[config.mk]
export PLATFORM = sky130hd
export DESIGN_NAME = four_channel_dma_controller
export DESIGN_NICKNAME = d
export VERILOG_FILES = /design/src/design/fcdma_pkg.sv /design/src/design/four_channel_dma_controller.sv /design/src/design/fcdma_fifo.sv /design/src/design/fcdma_engine.sv
export SDC_FILE = /design/constraint.sdc
export NUM_CORES = 2
export LEC_CHECK = 0
export ABC_AREA = 1
export BUFFER_PORTS_ARGS = -buffer_cell sky130_fd_sc_hd__buf_2
export CAP_MARGIN = 20
export CORE_UTILIZATION = 65
export DETAILED_ROUTE_END_ITERATION = 6
export PLACE_DENSITY = 0.83
export RECOVER_POWER = 100
export SLEW_MARGIN = 30
export SYNTH_ARGS = -nofsm -noshare
export SYNTH_HDL_FRONTEND = slang
export SYNTH_SLANG_ARGS = --single-unit
[constraint.sdc]
create_clock -name clk -period 22 [get_ports clk]
set_clock_uncertainty 0.2 [all_clocks]
set_input_delay 1.1 -clock clk [delete_from_list [all_inputs] [get_ports clk]]
set_output_delay 1.1 -clock clk [all_outputs]
set_load 0.03 [all_outputs]
[src/design/fcdma_pkg.sv]
`timescale 1ns / 1ps
`default_nettype none
package fcdma_pkg;

  localparam int NUM_CHANNELS = 4;
  localparam int CH_W = 2;

  typedef enum logic [1:0] {
    CMD_READ  = 2'd0,
    CMD_WRITE = 2'd1,
    CMD_TICK  = 2'd2,
    CMD_CARD  = 2'd3
  } cmd_t;

  typedef struct packed {
    logic [1:0]  command;
    logic [7:0]  reg_addr;
    logic        access_word;
    logic [31:0] write_data;
  } item_t;

  typedef struct packed {
    logic [31:0] read_data;
    logic        access_error;
    logic        copy_valid;
    logic [31:0] copy_src;
    logic [31:0] copy_dst;
    logic        copy_is_word;
    logic        irq_valid;
    logic [1:0]  irq_channel;
    logic        last;
  } result_t;

  typedef enum logic [0:0] {
    ST_IDLE = 1'b0,
    ST_CARD = 1'b1
  } state_t;

  localparam logic [21:0] COUNT_ZERO_MEANS = 22'h200000;
  localparam logic [7:0] ADDR_LO   = 8'hB0;
  localparam logic [7:0] ADDR_HI   = 8'hEF;
  localparam logic [7:0] ADDR_FILL = 8'hE0;
  localparam logic [7:0] OFF_SRC   = 8'hB0;
  localparam logic [7:0] OFF_DST   = 8'hB4;
  localparam logic [7:0] OFF_CNT   = 8'hB8;
  localparam logic [7:0] OFF_HIGH  = 8'hBA;
  localparam logic [2:0] SYNC_NOW  = 3'd0;
  localparam logic [2:0] SYNC_CARD = 3'd5;

  function automatic logic [31:0] step_of(input logic [1:0] mode, input logic is_dst,
                                          input logic [31:0] size);
    case (mode)
      2'd0: step_of = size;
      2'd1: step_of = 32'd0 - size;
      2'd2: step_of = 32'd0;
      default: step_of = is_dst ? size : 32'd0;
    endcase
  endfunction

endpackage
`default_nettype wire

[src/design/four_channel_dma_controller.sv]
`timescale 1ns / 1ps
`default_nettype none
// Four-channel DMA request generator.
// Input stream s_axis: one command a transfer (register read/write, transfer
// tick, card word ready). Output stream m_axis: result items; tlast marks the
// last result of a command. Register accesses and ticks give one result;
// a card-ready command gives one result per enabled card channel (at least one).
// Commands pass a two-entry queue into the engine. The engine takes one
// register access or tick per cycle while its output register is free or
// being read. A card-ready command holds the engine while it takes the
// command and then visits each channel in turn. A single output register
// holds each result; when m_axis_tready is low the engine holds and the
// queue fills, then s_axis_tready drops.
// Synchronous reset clears the channel registers, queue pointers and valid flags; every channel comes up disabled.
module four_channel_dma_controller (
  input  wire logic         clk,
  input  wire logic         rst,
  input  wire logic         s_axis_tvalid,
  output logic              s_axis_tready,
  // [7:0] reg_addr, [8] access_word, [40:9] write_data, rest zero
  input  wire logic [47:0]  s_axis_tdata,
  // command
  input  wire logic [1:0]   s_axis_tuser,
  output logic              m_axis_tvalid,
  input  wire logic         m_axis_tready,
  // [31:0] read_data, [32] access_error, [33] copy_valid, [65:34] copy_src,
  // [97:66] copy_dst, [98] copy_is_word, [99] irq_valid, [101:100] irq_channel
  output logic [103:0]      m_axis_tdata,
  output logic              m_axis_tlast
);
  import fcdma_pkg::*;

  item_t   in_item, q_item;
  result_t res;
  logic    q_valid, q_ready;

  assign in_item.command     = s_axis_tuser;
  assign in_item.reg_addr    = s_axis_tdata[7:0];
  assign in_item.access_word = s_axis_tdata[8];
  assign in_item.write_data  = s_axis_tdata[40:9];

  fcdma_fifo u_fifo (
    .clk, .rst,
    .in_item(in_item), .in_valid(s_axis_tvalid), .in_ready(s_axis_tready),
    .out_item(q_item), .out_valid(q_valid), .out_ready(q_ready)
  );

  logic e_ready;
  fcdma_engine u_engine (
    .clk, .rst,
    .in_item(q_item), .in_valid(q_valid), .in_ready(e_ready),
    .res(res), .res_valid(m_axis_tvalid), .res_ready(m_axis_tready)
  );

  assign q_ready = e_ready;

  assign m_axis_tdata = {2'b00, res.irq_channel, res.irq_valid, res.copy_is_word,
                         res.copy_dst, res.copy_src, res.copy_valid,
                         res.access_error, res.read_data};
  assign m_axis_tlast = res.last;
endmodule
`default_nettype wire

[src/design/fcdma_fifo.sv]
`timescale 1ns / 1ps
`default_nettype none
module fcdma_fifo (
  input  wire logic             clk,
  input  wire logic             rst,
  input  wire fcdma_pkg::item_t in_item,
  input  wire logic             in_valid,
  output logic                  in_ready,
  output fcdma_pkg::item_t      out_item,
  output logic                  out_valid,
  input  wire logic             out_ready
);
  import fcdma_pkg::*;

  item_t      mem [2];
  logic       wp, rp;
  logic [1:0] cnt;

  assign in_ready  = (cnt != 2'd2);
  assign out_valid = (cnt != 2'd0);
  assign out_item  = mem[rp];

  always_ff @(posedge clk) begin
    if (in_valid && in_ready) mem[wp] <= in_item;
    if (rst) begin
      wp <= 1'b0;
      rp <= 1'b0;
      cnt <= 2'd0;
    end else begin
      if (in_valid && in_ready) wp <= ~wp;
      if (out_valid && out_ready) rp <= ~rp;
      cnt <= cnt + {1'b0, in_valid && in_ready} - {1'b0, out_valid && out_ready};
    end
  end

  assert property (@(posedge clk) disable iff (rst) cnt <= 2'd2)
    else $error("queue overfilled");
  assert property (@(posedge clk) disable iff (rst)
    (cnt == 2'd0) |-> !(out_valid))
    else $error("empty queue valid");
  assert property (@(posedge clk) disable iff (rst)
    (in_valid && in_ready && !(out_valid && out_ready)) |=> cnt == $past(cnt) + 2'd1)
    else $error("count lost a push");
endmodule
`default_nettype wire

[src/design/fcdma_engine.sv]
`timescale 1ns / 1ps
`default_nettype none
module fcdma_engine (
  input  wire logic             clk,
  input  wire logic             rst,
  input  wire fcdma_pkg::item_t in_item,
  input  wire logic             in_valid,
  output logic                  in_ready,
  output fcdma_pkg::result_t    res,
  output logic                  res_valid,
  input  wire logic             res_ready
);
  import fcdma_pkg::*;

  logic [31:0] src_setting   [NUM_CHANNELS];
  logic [31:0] dst_setting   [NUM_CHANNELS];
  logic [20:0] count_setting [NUM_CHANNELS];
  logic [10:0] control_bits  [NUM_CHANNELS];
  logic [31:0] fill_word     [NUM_CHANNELS];
  logic [31:0] cur_src       [NUM_CHANNELS];
  logic [31:0] cur_dst       [NUM_CHANNELS];
  logic [21:0] remaining     [NUM_CHANNELS];

  state_t      state, state_next;
  logic [CH_W-1:0] card_ch;
  logic        card_any;

  logic        out_free;
  assign out_free = !res_valid || res_ready;

  logic [7:0]      addr;
  logic [CH_W-1:0] dch;
  logic            dok, dfill;
  logic [7:0]      off;

  always_comb begin
    addr  = in_item.reg_addr;
    dfill = addr >= ADDR_FILL;
    if (dfill) dch = addr[3:2];
    else if (addr < 8'hBC) dch = 2'd0;
    else if (addr < 8'hC8) dch = 2'd1;
    else if (addr < 8'hD4) dch = 2'd2;
    else dch = 2'd3;
    dok = (addr >= ADDR_LO) && (addr <= ADDR_HI) && ({1'b0, dch} < 3'(NUM_CHANNELS));
    off = addr - 8'(12 * dch);
  end

  logic            tick_hit;
  logic [CH_W-1:0] tick_ch;
  always_comb begin
    tick_hit = 1'b0;
    tick_ch = '0;
    for (int c = NUM_CHANNELS - 1; c >= 0; c--) begin
      if (control_bits[c][10] && control_bits[c][8:6] == SYNC_NOW && remaining[c] != 22'd0) begin
        tick_hit = 1'b1;
        tick_ch = CH_W'(c);
      end
    end
  end

  logic card_en;
  assign card_en = control_bits[card_ch][10] && control_bits[card_ch][8:6] == SYNC_CARD;
  logic card_more;
  always_comb begin
    card_more = 1'b0;
    for (int c = 0; c < NUM_CHANNELS; c++)
      if (CH_W'(c) > card_ch && control_bits[c][10] && control_bits[c][8:6] == SYNC_CARD)
        card_more = 1'b1;
  end

  logic go;
  assign go = (state == ST_IDLE) && in_valid && out_free;
  assign in_ready = (state == ST_IDLE) && out_free;
  logic card_take;
  assign card_take = go && in_item.command == CMD_CARD;

  always_comb begin
    state_next = state;
    case (state)
      ST_IDLE: if (card_take) state_next = ST_CARD;
      ST_CARD: if (out_free && card_ch == CH_W'(NUM_CHANNELS - 1)) state_next = ST_IDLE;
      default: state_next = ST_IDLE;
    endcase
  end

  always_ff @(posedge clk) begin
    if (rst) state <= ST_IDLE;
    else state <= state_next;
  end

  always_ff @(posedge clk) begin
    logic [21:0] rem;
    logic [21:0] reload;
    logic [31:0] sz;
    logic [31:0] ndst;
    logic [10:0] ctl;
    logic [CH_W-1:0] c;
    logic [15:0] d16;
    logic        ok;
    logic        put;
    result_t     r;
    if (rst) begin
      res_valid <= 1'b0;
      card_ch <= '0;
      card_any <= 1'b0;
      for (int i = 0; i < NUM_CHANNELS; i++) begin
        src_setting[i] <= '0; dst_setting[i] <= '0; count_setting[i] <= '0;
        control_bits[i] <= '0; fill_word[i] <= '0; cur_src[i] <= '0;
        cur_dst[i] <= '0; remaining[i] <= '0;
      end
    end else begin
      put = 1'b0;
      r = '0;
      if (go && in_item.command != CMD_CARD) begin
        r.last = 1'b1;
        put = 1'b1;
        c = dch;
        d16 = in_item.write_data[15:0];
        if (in_item.command == CMD_READ) begin
          ok = dok;
          if (dok && in_item.access_word && dfill) r.read_data = fill_word[c];
          else if (dok && in_item.access_word && off == OFF_SRC) r.read_data = src_setting[c];
          else if (dok && in_item.access_word && off == OFF_CNT)
            r.read_data = {control_bits[c], count_setting[c]};
          else if (dok && !in_item.access_word && !dfill && off == OFF_HIGH)
            r.read_data = {16'd0, control_bits[c], count_setting[c][20:16]};
          else ok = 1'b0;
          r.access_error = !ok;
        end else if (in_item.command == CMD_WRITE) begin
          ok = dok;
          ctl = control_bits[c];
          if (dok && in_item.access_word && dfill) fill_word[c] <= in_item.write_data;
          else if (dok && in_item.access_word && off == OFF_SRC) src_setting[c] <= in_item.write_data;
          else if (dok && in_item.access_word && off == OFF_DST) dst_setting[c] <= in_item.write_data;
          else if (dok && in_item.access_word && off == OFF_CNT) begin
            count_setting[c] <= in_item.write_data[20:0];
            ctl = in_item.write_data[31:21];
            reload = (in_item.write_data[20:0] == 21'd0) ? COUNT_ZERO_MEANS
                     : {1'b0, in_item.write_data[20:0]};
            if (!control_bits[c][10] && ctl[10]) begin
              cur_src[c] <= {src_setting[c][31:1], 1'b0};
              cur_dst[c] <= {dst_setting[c][31:1], 1'b0};
              remaining[c] <= reload;
              if (ctl[8:6] == SYNC_NOW) ctl[4] = 1'b0;
            end
            control_bits[c] <= ctl;
          end else if (dok && !in_item.access_word && !dfill && off == OFF_CNT)
            count_setting[c] <= {count_setting[c][20:16], d16};
          else if (dok && !in_item.access_word && !dfill && off == OFF_HIGH) begin
            count_setting[c] <= {d16[4:0], count_setting[c][15:0]};
            ctl = d16[15:5];
            reload = ({d16[4:0], count_setting[c][15:0]} == 21'd0) ? COUNT_ZERO_MEANS
                     : {1'b0, d16[4:0], count_setting[c][15:0]};
            if (!control_bits[c][10] && ctl[10]) begin
              cur_src[c] <= {src_setting[c][31:1], 1'b0};
              cur_dst[c] <= {dst_setting[c][31:1], 1'b0};
              remaining[c] <= reload;
              if (ctl[8:6] == SYNC_NOW) ctl[4] = 1'b0;
            end
            control_bits[c] <= ctl;
          end else ok = 1'b0;
          r.access_error = !ok;
        end else if (tick_hit) begin
          c = tick_ch;
          ctl = control_bits[c];
          sz = ctl[5] ? 32'd4 : 32'd2;
          rem = remaining[c] - 22'd1;
          r.copy_valid = 1'b1;
          r.copy_src = cur_src[c];
          r.copy_dst = cur_dst[c];
          r.copy_is_word = ctl[5];
          cur_dst[c] <= cur_dst[c] + step_of(ctl[1:0], 1'b1, sz);
          cur_src[c] <= cur_src[c] + step_of(ctl[3:2], 1'b0, sz);
          remaining[c] <= rem;
          if (rem == 22'd0) begin
            r.irq_valid = ctl[9];
            r.irq_channel = ctl[9] ? c : '0;
            control_bits[c][10] <= 1'b0;
          end
        end
      end
      if (card_take) begin
        card_ch <= '0;
        card_any <= 1'b0;
      end
      if (state == ST_CARD && out_free) begin
        c = card_ch;
        if (card_ch != CH_W'(NUM_CHANNELS - 1)) card_ch <= card_ch + CH_W'(1);
        if (card_en) begin
          card_any <= 1'b1;
          ctl = control_bits[c];
          rem = remaining[c] - 22'd1;
          ndst = cur_dst[c] + step_of(ctl[1:0], 1'b1, 32'd4);
          r.copy_valid = 1'b1;
          r.copy_src = cur_src[c];
          r.copy_dst = cur_dst[c];
          r.copy_is_word = 1'b1;
          r.last = !card_more;
          put = 1'b1;
          cur_src[c] <= cur_src[c] + step_of(ctl[3:2], 1'b0, 32'd4);
          if (rem == 22'd0) begin
            r.irq_valid = ctl[9];
            r.irq_channel = ctl[9] ? c : '0;
            if (ctl[4]) begin
              rem = (count_setting[c] == 21'd0) ? COUNT_ZERO_MEANS
                    : {1'b0, count_setting[c]};
              if (ctl[1:0] == 2'd3) ndst = {dst_setting[c][31:1], 1'b0};
            end else control_bits[c][10] <= 1'b0;
          end
          remaining[c] <= rem;
          cur_dst[c] <= ndst;
        end else if (card_ch == CH_W'(NUM_CHANNELS - 1) && !card_any) begin
          r.last = 1'b1;
          put = 1'b1;
        end
      end
      if (put) begin
        res <= r;
        res_valid <= 1'b1;
      end else if (res_valid && res_ready) res_valid <= 1'b0;
    end
  end

  assert property (@(posedge clk) disable iff (rst)
    (res_valid && !res_ready) |=> res_valid)
    else $error("result dropped under stall");
  assert property (@(posedge clk) disable iff (rst)
    (state == ST_CARD) |-> !in_ready)
    else $error("accepted during card burst");
  assert property (@(posedge clk) disable iff (rst)
    (res_valid && !res.copy_valid) |-> (res.copy_src == 32'd0 && res.copy_dst == 32'd0))
    else $error("copy fields not cleared");
endmodule
`default_nettype wire

==> results.md <==
- Hold path start: u_fifo.rp
- Setup repair after global routing missed its margin: no
- Static Leak: 24.98 nW
- Max clock buf depth: 3
- Class of the most critical setup path: reg2reg
- Clock input transition at the sequential cells of the worst setup and hold paths: 70 ps
- Power density over the cells: 110.6 nW/um2
- Vert. Die Dim: 305.8 um
- Setup slack of the critical path after layout: 6166 ps
- Detail-routed via count per cell: 6.730
- Insertion delay to the later sink of the worst-skew pair: 740 ps
- Post-route cell area: 64,610 um2
- Worst max-slew margin expressed relative to the limit: -158.8%
- Register bit count reported by yosys: 1,051
- Peak VDD IR: 0.0001313 V
- Hold buffer count at cts: 0
- Arrival time of data at the critical path endpoint: 15,960 ps
- Area contributors post-synth: sky130_fd_sc_hd__edfxtp_1 52%, sky130_fd_sc_hd__nor2_1 8.5%, sky130_fd_sc_hd__nand2_1 6.0%
- Initial antenna violation count: 12
- Total die area: 93,530 um2
- Net count, final: 6,937
- Warnings from Yosys: 0
- Via count: 53,950
- Pre-CTS WS: 10,910 ps
- Tmin final: 15,830 ps
- Maximum number of pins on one net before global-route repair: 154
- Fraction of synthesized cell area taken by the top area cell type: 52.10%
- Number of input and output port buffers inserted: 151
- Starting density of the core: 65.56%
- Number of flops mapped to enable cells by yosys: 1,041
- Min-Delay Path Class: reg2reg
- Avg Inst Size Synth: 8.796 um2
- Global-route wire length before repair: 299,200 um
- Critical Path Most Common Cell: sky130_fd_sc_hd__inv_1
- DRT antenna net count: 0
- Share of post-route cells with drive strength above 1: 6.870%
- Total count of hold-check failures in the final report: 0
- End point of the worst hold path: u_fifo.rp
- Fraction of synthesis flops using an asynchronous set or reset pin: 0%
- Max frequency: 63.16 MHz
- Detail Placement HPWL: 126,000 um
- Die boundary width: 305.8 um
- Required time of the worst setup path: 22,130 ps
- Worst Reg2Reg Path Length in Cells: 35
- Total number of H-tree levels: 3
- Critical Path Sink Type: flop
- Buffer cell driving the clock tree root: sky130_fd_sc_hd__clkbuf_16
- Final estimated routing congestion in global placement: 1.023
- Post-synth top area cell: sky130_fd_sc_hd__edfxtp_1
- Worst Max-Slew Pin Slew: 3882 ps
- Slack of the worst reg-to-reg path: 6170 ps
- Period utilisation layout: 71.97%
- Count of buffers added by post-CTS timing repair for setup: 0
- Number of library cell types mapped by synthesis: 77
- Signed area change from the synthesized netlist to the final layout: 7.682%
- Slowest-stage cell, CP: sky130_fd_sc_hd__clkbuf_1
- Placeable core region: 91,520 um2
- Count of TritonRoute iterations in the first routing pass: 7
- Synthesized area: 60,000 um2
- Delay of the slowest cell on the worst path: 2360 ps
- Number of resized instances in the post-cts repair step: 0
- Number of sinks driven by the clock tree: 1,051
- Violations in the final reports: DRC, capacitance limit, slew limit
- Sequential cell area fraction in the yosys report: 52.43%
- Post-layout power: 7.149 mW
- Nature of the critical path startpoint: flop
- Number of global-route vias before repair: 50,570
- Syn Inst Count: 6,821
- Clock buffer count from CTS: 107
- Detailed-route wire length: 202,500 um
- GR Overflow Total: 0
- Aggregate negative setup slack: 0 ps
- Top-level I/O count: 161
- Primary FF master, synth: sky130_fd_sc_hd__edfxtp_1
- Overall global routing resource usage: 42.46%
- Total cell area at the placement stage: 61,470 um2
- Hold Path Cell Cnt: 1
- Final setup violation count: 0
- Remaining routing DRC violations: 23
- Result of the run: finished with violations
- Number of placement rows: 111
- Violation count after the first detailed-route iteration: 8,893
- Count of fill cells added during filler insertion: 6,745
- Crit Reg-Reg Endpoint: u_engine.cur_dst[2][24]
- CP Max Fanout: 73
- Routed wirelength normalized by instance count: 25.26 um
- Max-slew violation total from the final report: 1,132
- TritonCTS clock tree: built
- Max-cap check violation count: 30
## synth_stat cells (all sizes together), types with 17 or more instances
cell type,count
o32ai,19
mux2i,23
o211ai,69
nor2,1386
inv,481
a22o,48
nand3,252
a22oi,40
xnor2,24
clkbuf,286
edfxtp,1041
ha,135
xor2,62
buf,166
nand4,45
a32oi,17
nand2,979
o22ai,130
a31oi,25
a21oi,503
nor3,136
or2,48
o221ai,26
o21ai,688
## through the flow
stage	cells	hold slack [ps]	util, %
3_3_place_gp	7816	224.7	67.04
6_report	8016	265.3	70.59
3_5_place_dp	7819	249.2	67.16
5_1_grt	8014	285.3	70.59
2_1_floorplan	6822	225.7	-
4_1_cts	8012	260.6	71.01
## flip-flops by register name (all words and copies together), names as in the netlist, 2 cells and up, named ones only
register,cells
u_engine.src_setting,128
u_engine.fill_word,128
u_fifo.cnt,2
u_engine.count_setting,84
u_engine.cur_src,128
u_fifo.mem,86
u_engine.cur_dst,128
u_engine.card_ch,2
u_engine.dst_setting,124
u_engine.remaining,88
u_engine.control_bits,44
u_engine.res,103
## how the worst max path moves through the flow
stage	cells after the start	endpoint
2_1_floorplan	33	u_engine.cur_dst[3][0]
3_3_place_gp	35	u_engine.cur_dst[2][23]
3_5_place_dp	35	u_engine.cur_dst[2][23]
4_1_cts	35	u_engine.cur_dst[2][28]
5_1_grt	27	u_engine.dst_setting[0][28]
6_report	35	u_engine.cur_dst[2][24]
## layout make-up
class,count,area [um2],share of cell area (%)
diodes,3,7.507,0.01162
clock buffers,128,2778,4.299
clock inverters,65,745.7,1.154
inverters,485,1843,2.853
multi-input cells,4834,24910,38.56
flip-flops and latches,1051,31470,48.71
well taps,1186,1484,2.297
repair buffers,264,1369,2.119
## metal layers
layer / track usage (%) / share of wire (%)
met3: 13.17 / 16
met2: 63.41 / 43
met1: 55.58 / 35
met4: 22.86 / 6.0
met5: 0 / 0.060
## cells in the final DEF (no fill, tap or decap), types with 17 or more instances in the layout
cell type / count
sky130_fd_sc_hd__a21oi_1: 495
sky130_fd_sc_hd__a22o_1: 48
sky130_fd_sc_hd__a22oi_1: 40
sky130_fd_sc_hd__a31oi_1: 25
sky130_fd_sc_hd__a32oi_1: 17
sky130_fd_sc_hd__buf_2: 28
sky130_fd_sc_hd__buf_4: 75
sky130_fd_sc_hd__clkbuf_1: 173
sky130_fd_sc_hd__clkbuf_16: 108
sky130_fd_sc_hd__clkinv_1: 22
sky130_fd_sc_hd__clkinv_2: 20
sky130_fd_sc_hd__edfxtp_1: 1041
sky130_fd_sc_hd__ha_1: 135
sky130_fd_sc_hd__inv_1: 449
sky130_fd_sc_hd__inv_2: 23
sky130_fd_sc_hd__nand2_1: 959
sky130_fd_sc_hd__nand3_1: 241
sky130_fd_sc_hd__nand4_1: 44
sky130_fd_sc_hd__nor2_1: 1357
sky130_fd_sc_hd__nor2_2: 19
sky130_fd_sc_hd__nor3_1: 131
sky130_fd_sc_hd__o211ai_1: 68
sky130_fd_sc_hd__o21ai_0: 655
sky130_fd_sc_hd__o21ai_1: 20
sky130_fd_sc_hd__o221ai_1: 24
sky130_fd_sc_hd__o22ai_1: 125
sky130_fd_sc_hd__or2_2: 45
sky130_fd_sc_hd__xnor2_1: 24
sky130_fd_sc_hd__xor2_1: 62
## critical path: cells and delay by family (launching register included)
kind / cells / cell delay, ps
flip-flops: 1 / 310
AND/OR/NAND/NOR: 16 / 5810
AO/OA/AOI/OAI: 6 / 860
adder cells (fa/ha/maj): 2 / 960
buffers and inverters: 11 / 7140
## power by group
part           internal, mW  total, mW  leakage (nW)  switching, mW
Sequential             2.39       2.46          10.7         0.0745
Combinational         0.642       2.83          12.6           2.18
Clock                  1.04       1.86          1.68          0.817
Total                  4.07       7.15          25.0           3.08
## logic make-up after synthesis
| kind of cell | Yosys count | share of synthesized area [%] |
|---|---|---|
| buffers and inverters | 937 | 6.406 |
| AND/OR/NAND/NOR | 2876 | 19.86 |
| adder cells (fa/ha/maj) | 140 | 2.982 |
| AO/OA/AOI/OAI | 1707 | 16.67 |
| other | 1 | 0.006250 |
| multiplexers | 23 | 0.3837 |
| XOR/XNOR | 86 | 1.255 |
| flip-flops | 1051 | 52.43 |
(Power assumes the default switching activity.)
